### config.mk
export PLATFORM = sky130hd
export DESIGN_NAME = integer_to_ascii_digits
export DESIGN_NICKNAME = d
export VERILOG_FILES = /design/src/hw/rtl/i2a_pkg.sv /design/src/hw/rtl/i2a_bcd.sv /design/src/hw/rtl/i2a_emit.sv /design/src/hw/rtl/integer_to_ascii_digits.sv
export SDC_FILE = /design/constraint.sdc
export NUM_CORES = 1
export LEC_CHECK = 0
export BUFFER_PORTS_ARGS = -buffer_cell sky130_fd_sc_hd__buf_4
export CAP_MARGIN = 15
export CORE_MARGIN = 2
export CORE_UTILIZATION = 63
export CTS_BUF_LIST = sky130_fd_sc_hd__clkbuf_8
export DETAILED_ROUTE_END_ITERATION = 8
export MAX_ROUTING_LAYER = met4
export PLACE_DENSITY = 0.82
export SYNTH_ARGS = -nofsm -noshare
export SYNTH_HDL_FRONTEND = slang
export SYNTH_SLANG_ARGS = --single-unit
### constraint.sdc
create_clock -name clk_i -period 5.4 [get_ports clk_i]
set_clock_uncertainty 0.05 [all_clocks]
set_input_delay 1.08 -clock clk_i [delete_from_list [all_inputs] [get_ports clk_i]]
set_output_delay 1.08 -clock clk_i [all_outputs]
set_load 0.005 [all_outputs]
### src/hw/rtl/i2a_pkg.sv
// Shared types, constants and the digit-to-character function for the ASCII converter.
`timescale 1ns / 1ps
`default_nettype none

package i2a_pkg;

  // Width of the converted word and the derived digit-register geometry.
  localparam int unsigned VALUE_BITS = 32;
  localparam int unsigned IN_BITS    = 32;
  // Decimal digits needed for 2^VALUE_BITS - 1 (1233 / 4096 approximates log10(2)).
  localparam int unsigned NDIG       = ((VALUE_BITS * 1233) >> 12) + 1;
  localparam int unsigned BCD_W      = NDIG * 4;
  localparam int unsigned CNT_W      = $clog2(VALUE_BITS + 1);
  localparam int unsigned REM_W      = $clog2(NDIG + 1);

  // ASCII codes.
  localparam logic [7:0] CHAR_ZERO       = 8'h30;
  localparam logic [7:0] CHAR_MINUS      = 8'h2D;
  localparam logic [7:0] CHAR_UPPER_BASE = 8'h37;  // 'A' - 10
  localparam logic [7:0] CHAR_LOWER_BASE = 8'h57;  // 'a' - 10

  // Output format selector.
  typedef enum logic [1:0] {
    OP_SDEC = 2'd0,
    OP_UDEC = 2'd1,
    OP_HEXL = 2'd2,
    OP_HEXU = 2'd3
  } op_e;

  // Top-level sequencer states.
  typedef enum logic [1:0] {
    ST_IDLE,
    ST_CONV,
    ST_EMIT
  } state_e;

  // Control word handed from the sequencer to the character emitter.
  typedef struct packed {
    logic load;
    logic neg;
    logic upper;
  } emit_ctrl_t;

  // Map one digit (0-15) to its ASCII character.
  function automatic logic [7:0] digit_char(input logic [3:0] d, input logic upper);
    logic [7:0] ext;
    ext = {4'h0, d};
    if (d < 4'd10) begin
      return CHAR_ZERO + ext;
    end else if (upper) begin
      return CHAR_UPPER_BASE + ext;
    end else begin
      return CHAR_LOWER_BASE + ext;
    end
  endfunction

endpackage

`default_nettype wire

### src/hw/rtl/i2a_bcd.sv
// Bit-serial binary to BCD converter (shift-and-add-3), with a direct nibble load for hex.
`timescale 1ns / 1ps
`default_nettype none

module i2a_bcd import i2a_pkg::*; (
  input  wire logic                  clk_i,
  input  wire logic                  rst_ni,
  input  wire logic                  start_i,
  input  wire logic                  hex_i,
  input  wire logic [VALUE_BITS-1:0] mag_i,
  output logic                       done_o,
  output logic [BCD_W-1:0]           digits_o
);

  logic [VALUE_BITS-1:0] bin_q, bin_d;
  logic [BCD_W-1:0]      bcd_q, bcd_d;
  logic [BCD_W-1:0]      adj;
  logic [CNT_W-1:0]      cnt_q, cnt_d;
  logic                  busy_q, busy_d;
  logic                  done_q, done_d;

  // Add 3 to every BCD digit that is 5 or more before the next shift.
  always_comb begin
    for (int i = 0; i < NDIG; i++) begin
      adj[i*4 +: 4] = (bcd_q[i*4 +: 4] >= 4'd5) ? (bcd_q[i*4 +: 4] + 4'd3)
                                                : bcd_q[i*4 +: 4];
    end
  end

  // One binary bit enters the BCD register per cycle, most significant first.
  always_comb begin
    bin_d  = bin_q;
    bcd_d  = bcd_q;
    cnt_d  = cnt_q;
    busy_d = busy_q;
    done_d = 1'b0;
    if (start_i) begin
      if (hex_i) begin
        bcd_d  = BCD_W'(mag_i);
        done_d = 1'b1;
      end else begin
        bin_d  = mag_i;
        bcd_d  = '0;
        cnt_d  = CNT_W'(VALUE_BITS);
        busy_d = 1'b1;
      end
    end else if (busy_q) begin
      bcd_d = {adj[BCD_W-2:0], bin_q[VALUE_BITS-1]};
      bin_d = {bin_q[VALUE_BITS-2:0], 1'b0};
      cnt_d = cnt_q - CNT_W'(1);
      if (cnt_q == CNT_W'(1)) begin
        busy_d = 1'b0;
        done_d = 1'b1;
      end
    end
  end

  // Control registers.
  always_ff @(posedge clk_i or negedge rst_ni) begin
    if (!rst_ni) begin
      busy_q <= 1'b0;
      done_q <= 1'b0;
      cnt_q  <= '0;
    end else begin
      busy_q <= busy_d;
      done_q <= done_d;
      cnt_q  <= cnt_d;
    end
  end

  // Data shift registers.
  always_ff @(posedge clk_i) begin
    bin_q <= bin_d;
    bcd_q <= bcd_d;
  end

  assign done_o   = done_q;
  assign digits_o = bcd_q;

endmodule

`default_nettype wire

### src/hw/rtl/i2a_emit.sv
// Character emitter: shifts digits out most significant first, drops leading zeros.
`timescale 1ns / 1ps
`default_nettype none

module i2a_emit import i2a_pkg::*; (
  input  wire logic             clk_i,
  input  wire logic             rst_ni,
  input  wire emit_ctrl_t       ctrl_i,
  input  wire logic [BCD_W-1:0] digits_i,
  output logic                  active_o,
  output logic                  valid_o,
  output logic [7:0]            char_code_o,
  output logic                  last_o
);

  logic [BCD_W-1:0] dig_q, dig_d;
  logic [REM_W-1:0] rem_q, rem_d;
  logic             lead_q, lead_d;
  logic             neg_q, neg_d;
  logic             upper_q, upper_d;
  logic             active_q, active_d;
  logic             valid_q, valid_d;
  logic [7:0]       char_q, char_d;
  logic             last_q, last_d;
  logic [3:0]       top_dig;

  assign top_dig = dig_q[BCD_W-1 -: 4];

  // After any '-', one digit leaves dig_q per cycle; a leading zero is skipped
  // unless it is the final digit, so zero still prints as '0'.
  always_comb begin
    dig_d    = dig_q;
    rem_d    = rem_q;
    lead_d   = lead_q;
    neg_d    = neg_q;
    upper_d  = upper_q;
    active_d = active_q;
    valid_d  = 1'b0;
    char_d   = char_q;
    last_d   = last_q;
    if (ctrl_i.load) begin
      dig_d    = digits_i;
      rem_d    = REM_W'(NDIG);
      lead_d   = 1'b1;
      neg_d    = ctrl_i.neg;
      upper_d  = ctrl_i.upper;
      active_d = 1'b1;
    end else if (active_q) begin
      if (neg_q) begin
        valid_d = 1'b1;
        char_d  = CHAR_MINUS;
        last_d  = 1'b0;
        neg_d   = 1'b0;
      end else begin
        dig_d = {dig_q[BCD_W-5:0], 4'h0};
        rem_d = rem_q - REM_W'(1);
        if (!(lead_q && (top_dig == 4'h0) && (rem_q != REM_W'(1)))) begin
          valid_d = 1'b1;
          char_d  = digit_char(top_dig, upper_q);
          last_d  = (rem_q == REM_W'(1));
          lead_d  = 1'b0;
          if (rem_q == REM_W'(1)) begin
            active_d = 1'b0;
          end
        end
      end
    end
  end

  // Control registers.
  always_ff @(posedge clk_i or negedge rst_ni) begin
    if (!rst_ni) begin
      rem_q    <= '0;
      lead_q   <= 1'b0;
      neg_q    <= 1'b0;
      upper_q  <= 1'b0;
      active_q <= 1'b0;
      valid_q  <= 1'b0;
    end else begin
      rem_q    <= rem_d;
      lead_q   <= lead_d;
      neg_q    <= neg_d;
      upper_q  <= upper_d;
      active_q <= active_d;
      valid_q  <= valid_d;
    end
  end

  // Payload registers.
  always_ff @(posedge clk_i) begin
    dig_q  <= dig_d;
    char_q <= char_d;
    last_q <= last_d;
  end

  assign active_o    = active_q;
  assign valid_o     = valid_q;
  assign char_code_o = char_q;
  assign last_o      = last_q;

endmodule

`default_nettype wire

### src/hw/rtl/integer_to_ascii_digits.sv
// Top level: converts one word to ASCII text, one character word per strobe.
// Decimal: the BCD converter shifts in all VALUE_BITS bits, the digits are handed to the
// emitter, which puts out '-' for a negative value and then visits each digit position
// in turn (leading zeros skipped without output). Hex loads the nibbles directly instead.
// A new start is taken only in idle; busy_o stays high until the last character is on
// the ports. Results cannot be stalled.
// Reset (rst_ni low, asynchronous) returns the block to idle with no output pending.
`timescale 1ns / 1ps
`default_nettype none

module integer_to_ascii_digits import i2a_pkg::*; (
  input  wire logic               clk_i,
  input  wire logic               rst_ni,
  input  wire logic               start_i,
  output logic                    busy_o,
  input  wire logic [IN_BITS-1:0] value_i,
  input  wire logic [1:0]         op_i,
  output logic                    valid_o,
  output logic [7:0]              char_code_o,
  output logic                    last_o
);

  state_e                state_q, state_d;
  op_e                   op;
  logic [VALUE_BITS-1:0] word;
  logic [VALUE_BITS-1:0] mag;
  logic                  neg;
  logic                  hex;
  logic                  accept;
  logic                  neg_q, neg_d;
  logic                  upper_q, upper_d;
  logic                  conv_done;
  logic [BCD_W-1:0]      digits;
  logic                  emit_active;
  emit_ctrl_t            emit_ctrl;

  // Decode the format and form the magnitude of the accepted word.
  assign op     = op_e'(op_i);
  assign word   = VALUE_BITS'(value_i);
  assign neg    = (op == OP_SDEC) && word[VALUE_BITS-1];
  assign mag    = neg ? (~word + VALUE_BITS'(1)) : word;
  assign hex    = (op == OP_HEXL) || (op == OP_HEXU);
  assign accept = start_i && (state_q == ST_IDLE);

  // Sequencer: convert, then hand the digits to the emitter.
  always_comb begin
    state_d   = state_q;
    neg_d     = neg_q;
    upper_d   = upper_q;
    emit_ctrl = '{load: 1'b0, neg: neg_q, upper: upper_q};
    unique case (state_q)
      ST_IDLE: begin
        if (start_i) begin
          neg_d   = neg;
          upper_d = (op == OP_HEXU);
          state_d = ST_CONV;
        end
      end
      ST_CONV: begin
        if (conv_done) begin
          emit_ctrl.load = 1'b1;
          state_d        = ST_EMIT;
        end
      end
      ST_EMIT: begin
        if (!emit_active) begin
          state_d = ST_IDLE;
        end
      end
      default: begin
        state_d = ST_IDLE;
      end
    endcase
  end

  always_ff @(posedge clk_i or negedge rst_ni) begin
    if (!rst_ni) begin
      state_q <= ST_IDLE;
      neg_q   <= 1'b0;
      upper_q <= 1'b0;
    end else begin
      state_q <= state_d;
      neg_q   <= neg_d;
      upper_q <= upper_d;
    end
  end

  assign busy_o = (state_q != ST_IDLE);

  i2a_bcd u_bcd (
    .clk_i    (clk_i),
    .rst_ni   (rst_ni),
    .start_i  (accept),
    .hex_i    (hex),
    .mag_i    (mag),
    .done_o   (conv_done),
    .digits_o (digits)
  );

  i2a_emit u_emit (
    .clk_i       (clk_i),
    .rst_ni      (rst_ni),
    .ctrl_i      (emit_ctrl),
    .digits_i    (digits),
    .active_o    (emit_active),
    .valid_o     (valid_o),
    .char_code_o (char_code_o),
    .last_o      (last_o)
  );

  // A character word only appears while an item is in flight.
  assert property (@(posedge clk_i) disable iff (!rst_ni) valid_o |-> busy_o)
    else $error("character strobe outside a busy period");

  // An accepted item makes the block busy in the next cycle.
  assert property (@(posedge clk_i) disable iff (!rst_ni) accept |=> busy_o)
    else $error("accepted item did not raise busy");

  // Nothing follows the final character of a run.
  assert property (@(posedge clk_i) disable iff (!rst_ni) (valid_o && last_o) |=> !valid_o)
    else $error("character strobe after the final character");

  // Conversion completes only while the sequencer waits for it.
  assert property (@(posedge clk_i) disable iff (!rst_ni) conv_done |-> (state_q == ST_CONV))
    else $error("converter finished outside the conversion state");

endmodule

`default_nettype wire
==> run summary <==
Once layout is complete, the utilization of the core stands at 71.17%. Walking the worst path, the cells encountered are buf_4, inv_1, ha_1, nor3b_1, nor3b_2, a31oi_1, xnor2_1, o21ai_0. The initial DRC count is 475. Dividing the final minimum period by the clock period gives 53.81%.

TritonCTS built the clock tree. The wire length of the first global-routing pass came out at 26250 um. The transition at the pin with the smallest max-transition slack is 1.053 ns. Synthesis handed over a netlist of 759 instances. The post-detailed-route count of antenna-violating nets came out at 0. The maximum fanout along the worst path came out at 7. The routed length per placed instance came out at 16.76 um. The clock root buffer master is clkbuf_8. The setup path with the least slack is of type in -> reg. The number of antenna violations at the first check in global routing was 0. Once the floorplan was initialized, standard cells occupied a little under two thirds of the core. The setup slack of the critical path after layout is 2.494 ns. The mean instance size in the synthesized netlist came out at 9.983 um^2. The netlist area before placement came out at 7577 um^2. Excluding fillers, the count of instances in the completed layout stands at 951. The class of the tightest hold or removal check is in -> async.

Measured in cells, the most critical reg-to-reg path has a length of 6. Counting flops with a built-in enable in the synthesized netlist gives 120. The critical path starts at value_i[0].

The area growth from synthesis to layout is 11.41%. The I/O pin count came out at 48. The number of cells after detailed placement is 919. The worst register-to-register path begins at state_q[1]. Hold repair after CTS inserted 0 buffers. The pin count of the biggest net entering global routing came out at 67.

The latest clock arrival within the worst-skew pair is 0.46 ns. When the netlist entered floorplanning its net count stood at 823. The detailed router used layers up to and including met4. The first detailed-routing pass ran for 6 iterations. The net count of the finished layout is between 800 and 900. The post-detailed-routing wire length came out at ~16000 um. The worst setup path is launched from a primary input.

Among all stages on the critical path, the largest delay is contributed by nor3b_1. The met3 routed wirelength came out at 1124 um. The wire length on met2 came out at 7778 um. The post-synthesis cell type count came out at 54.

For this run, design rule violations remaining after detail routing come to 0. The fraction of registers with async set/reset is 14.89%. For this block, wires on met1 add up to 6709 um. The number of pins exceeding their max-slew limit in the final report is 0.

Prior to clock tree synthesis, the placed netlist has a worst setup slack of 2.057 ns. The time the worst path needs with I/O delays and setup is 2.906 ns. The half-perimeter wire length after detailed placement is 10640 um. The leakage power of the design is 3.363 nW. The synthesis warning total is 0.

The number of flip-flops and latches in the synthesized netlist is roughly 140. The areal power density over the cells is 598.9 nW/um^2. The run finished with clean final reports.

The chip width is 113.7 um. The routed layout has 5723 vias. The critical path's largest stage delay is 0.62 ns. The setup TNS came out at 0 ns. Clock-pin slew was measured on the worst setup and hold paths at around 0.08 ns. In this run the deepest clock path goes through 2 buffers. On the final layout, the worst hold slack is 0.4371 ns. The die height came out at 113.7 um. Counting the buffers created by CTS gives 17. For the worst setup path, the data arrival time is roughly 3 ns. Setup violations remaining at the end of the flow were counted as 0. The number of clock sinks seen by CTS is 141. The worst vdd rail ir drop came out at 343.8 uV.

The number of setup buffers added after CTS is 0. The global-route congestion overflow total came out at 0. The standard cell core area came out at 11860 um^2.

The worst setup path is captured at a flip-flop. The register area share after synthesis came out at 54.49%. The number of gates given a new drive strength after cts is 0. The number of diodes added for antenna fixing came out at 0. The floorplan row count is 40.

Static timing analysis puts the maximum clock frequency at 344.2 MHz. The number of maximum-capacitance constraint violations came out at 0. The final hold violation count came to 0.

In the synthesized netlist the dominant register cell turns out to be edfxtp_1. The depth of the CTS H-tree is 4. The number of global-route vias before repair is 5460. Setup repair after global routing left no endpoint under its margin. The global routing usage summed across all routing layers is between 20% and 30%.

For the worst setup path, the data required time is approximately 5.5 ns. The relative slew slack came out at between 20% and 30%. Port buffering added 46 buffers. Cells with a size suffix above 1 make up 11.57% of the layout. Routability-driven placement finished with a final weighted congestion of ~0.86. The die footprint is between 10000 and 15000 um^2. The via count normalized by instance count came out at 6.018.
## worst paths after layout
check | to | slack (ns)
worst max-delay path | u_bcd.bin_q[16] | 2.49
worst min-delay path | u_bcd.cnt_q[2] | 0.44
worst max register to register | u_bcd.bin_q[28] | 2.84
worst min register to register | u_emit.upper_q | 0.45
max in group asynchronous | u_bcd.done_o | 4.64
min in group clk_i | u_emit.upper_q | 0.45
## synth_stat cells (all sizes together) (2+ instances only)
| cell type | n | area (um^2) |
|---|---|---|
| a21oi | 48 | 240.2 |
| a221oi | 2 | 17.52 |
| a22oi | 2 | 15.01 |
| a31oi | 11 | 68.82 |
| and2 | 5 | 31.28 |
| and4 | 2 | 20.02 |
| buf | 5 | 27.52 |
| clkbuf | 33 | 123.9 |
| dfrtp | 21 | 525.5 |
| edfxtp | 120 | 3603 |
| ha | 27 | 337.8 |
| inv | 33 | 123.9 |
| mux2i | 5 | 50.05 |
| nand2 | 133 | 499.2 |
| nand2b | 11 | 68.82 |
| nand3 | 36 | 180.2 |
| nand4 | 4 | 25.02 |
| nor2 | 52 | 197.7 |
| nor3 | 13 | 75.07 |
| nor3b | 15 | 122.6 |
| nor4 | 7 | 58.81 |
| o211a | 2 | 20.02 |
| o211ai | 2 | 15.01 |
| o21ai | 85 | 425.4 |
| o31ai | 10 | 75.07 |
| or2 | 4 | 25.03 |
| or3 | 2 | 12.51 |
| or4 | 4 | 37.53 |
| xnor2 | 37 | 324.1 |
| xor2 | 14 | 122.6 |
## through the flow
stage               area, um^2  power (mW)
finish                    8442       5.055
global route              8442       5.407
CTS                       8442       5.059
detailed placement        8005       4.089
global placement          8005       3.949
floorplan                 7577       3.571
## cell families (layout without fill, tap and decap cells)
group | count (synthesis) | in the layout | synth area share, %
other | 1 | 1 | 0.04949
XOR/XNOR | 51 | 51 | 5.895
flip-flops | 141 | 141 | 54.49
buffers and inverters | 71 | 116 | 3.633
AO/OA/AOI/OAI | 169 | 169 | 12.29
adder cells (fa/ha/maj) | 27 | 27 | 4.458
AND/OR/NAND/NOR | 294 | 294 | 18.53
multiplexers | 5 | 5 | 0.6605
## state kept, by name, summed over array words and instances (netlist names), 2 cells and up
signal              flops
u_emit.rem_q            4
state_q                 2
u_emit.dig_q           40
u_bcd.digits_o         40
u_emit.char_code_o      7
u_bcd.bin_q            32
u_bcd.cnt_q             6
## cell usage in the layout, fill, tap and decap left out, types with 4 or more instances in the layout
master	netlist	final
nor4_1	6	6
buf_4	2	51
nand2_1	133	132
xnor2_1	37	37
edfxtp_1	120	120
nor2_1	51	51
xor2_1	14	14
inv_1	33	34
bufinv_16	0	5
ha_1	27	27
nand2b_1	11	11
a31oi_1	11	11
o31ai_1	10	10
o21ai_0	81	80
nor3_1	11	11
o21ai_1	4	4
nor3b_1	13	13
mux2i_1	5	5
nand3_1	36	36
nand4_1	4	4
and2_1	5	5
clkbuf_8	0	17
a21oi_1	48	48
dfrtp_1	21	21
## worst max-delay path: cells and delay by family
family | cells | cell delay (ns)
AOI/OAI and AO/OA | 2 | 0.29
buffers and inverters | 2 | 0.20
xor gates and xnor gates | 1 | 0.17
and+or+nand+nor | 2 | 1.13
adders and majority gates | 1 | 0.18
## metal layers
layer,global-route usage [%],vias to the layer above
li1,-,2746
met1,35.62,2720
met2,41.88,229
met3,4.357,28
met4,10.65,0
met5,-,-
## report_power, final
group / switching [mW] / total [mW] / internal (mW)
Combinational: 1.07 / 1.74 / 0.663
Clock: 0.401 / 0.941 / 0.540
Sequential: 0.323 / 2.38 / 2.05
Total: 1.80 / 5.06 / 3.26
## final cells by class
cell class              instances  area (um^2)
flip-flops and latches        141         4129
fillers                       808         3420
multi-input cells             547         3186
repair buffers                 51        382.9
clock buffers                  17        234.0
clock inverters                15        202.7
well taps                     147        183.9
inverters                      33        123.9
Note: power is estimated with default switching activity, not from simulation.
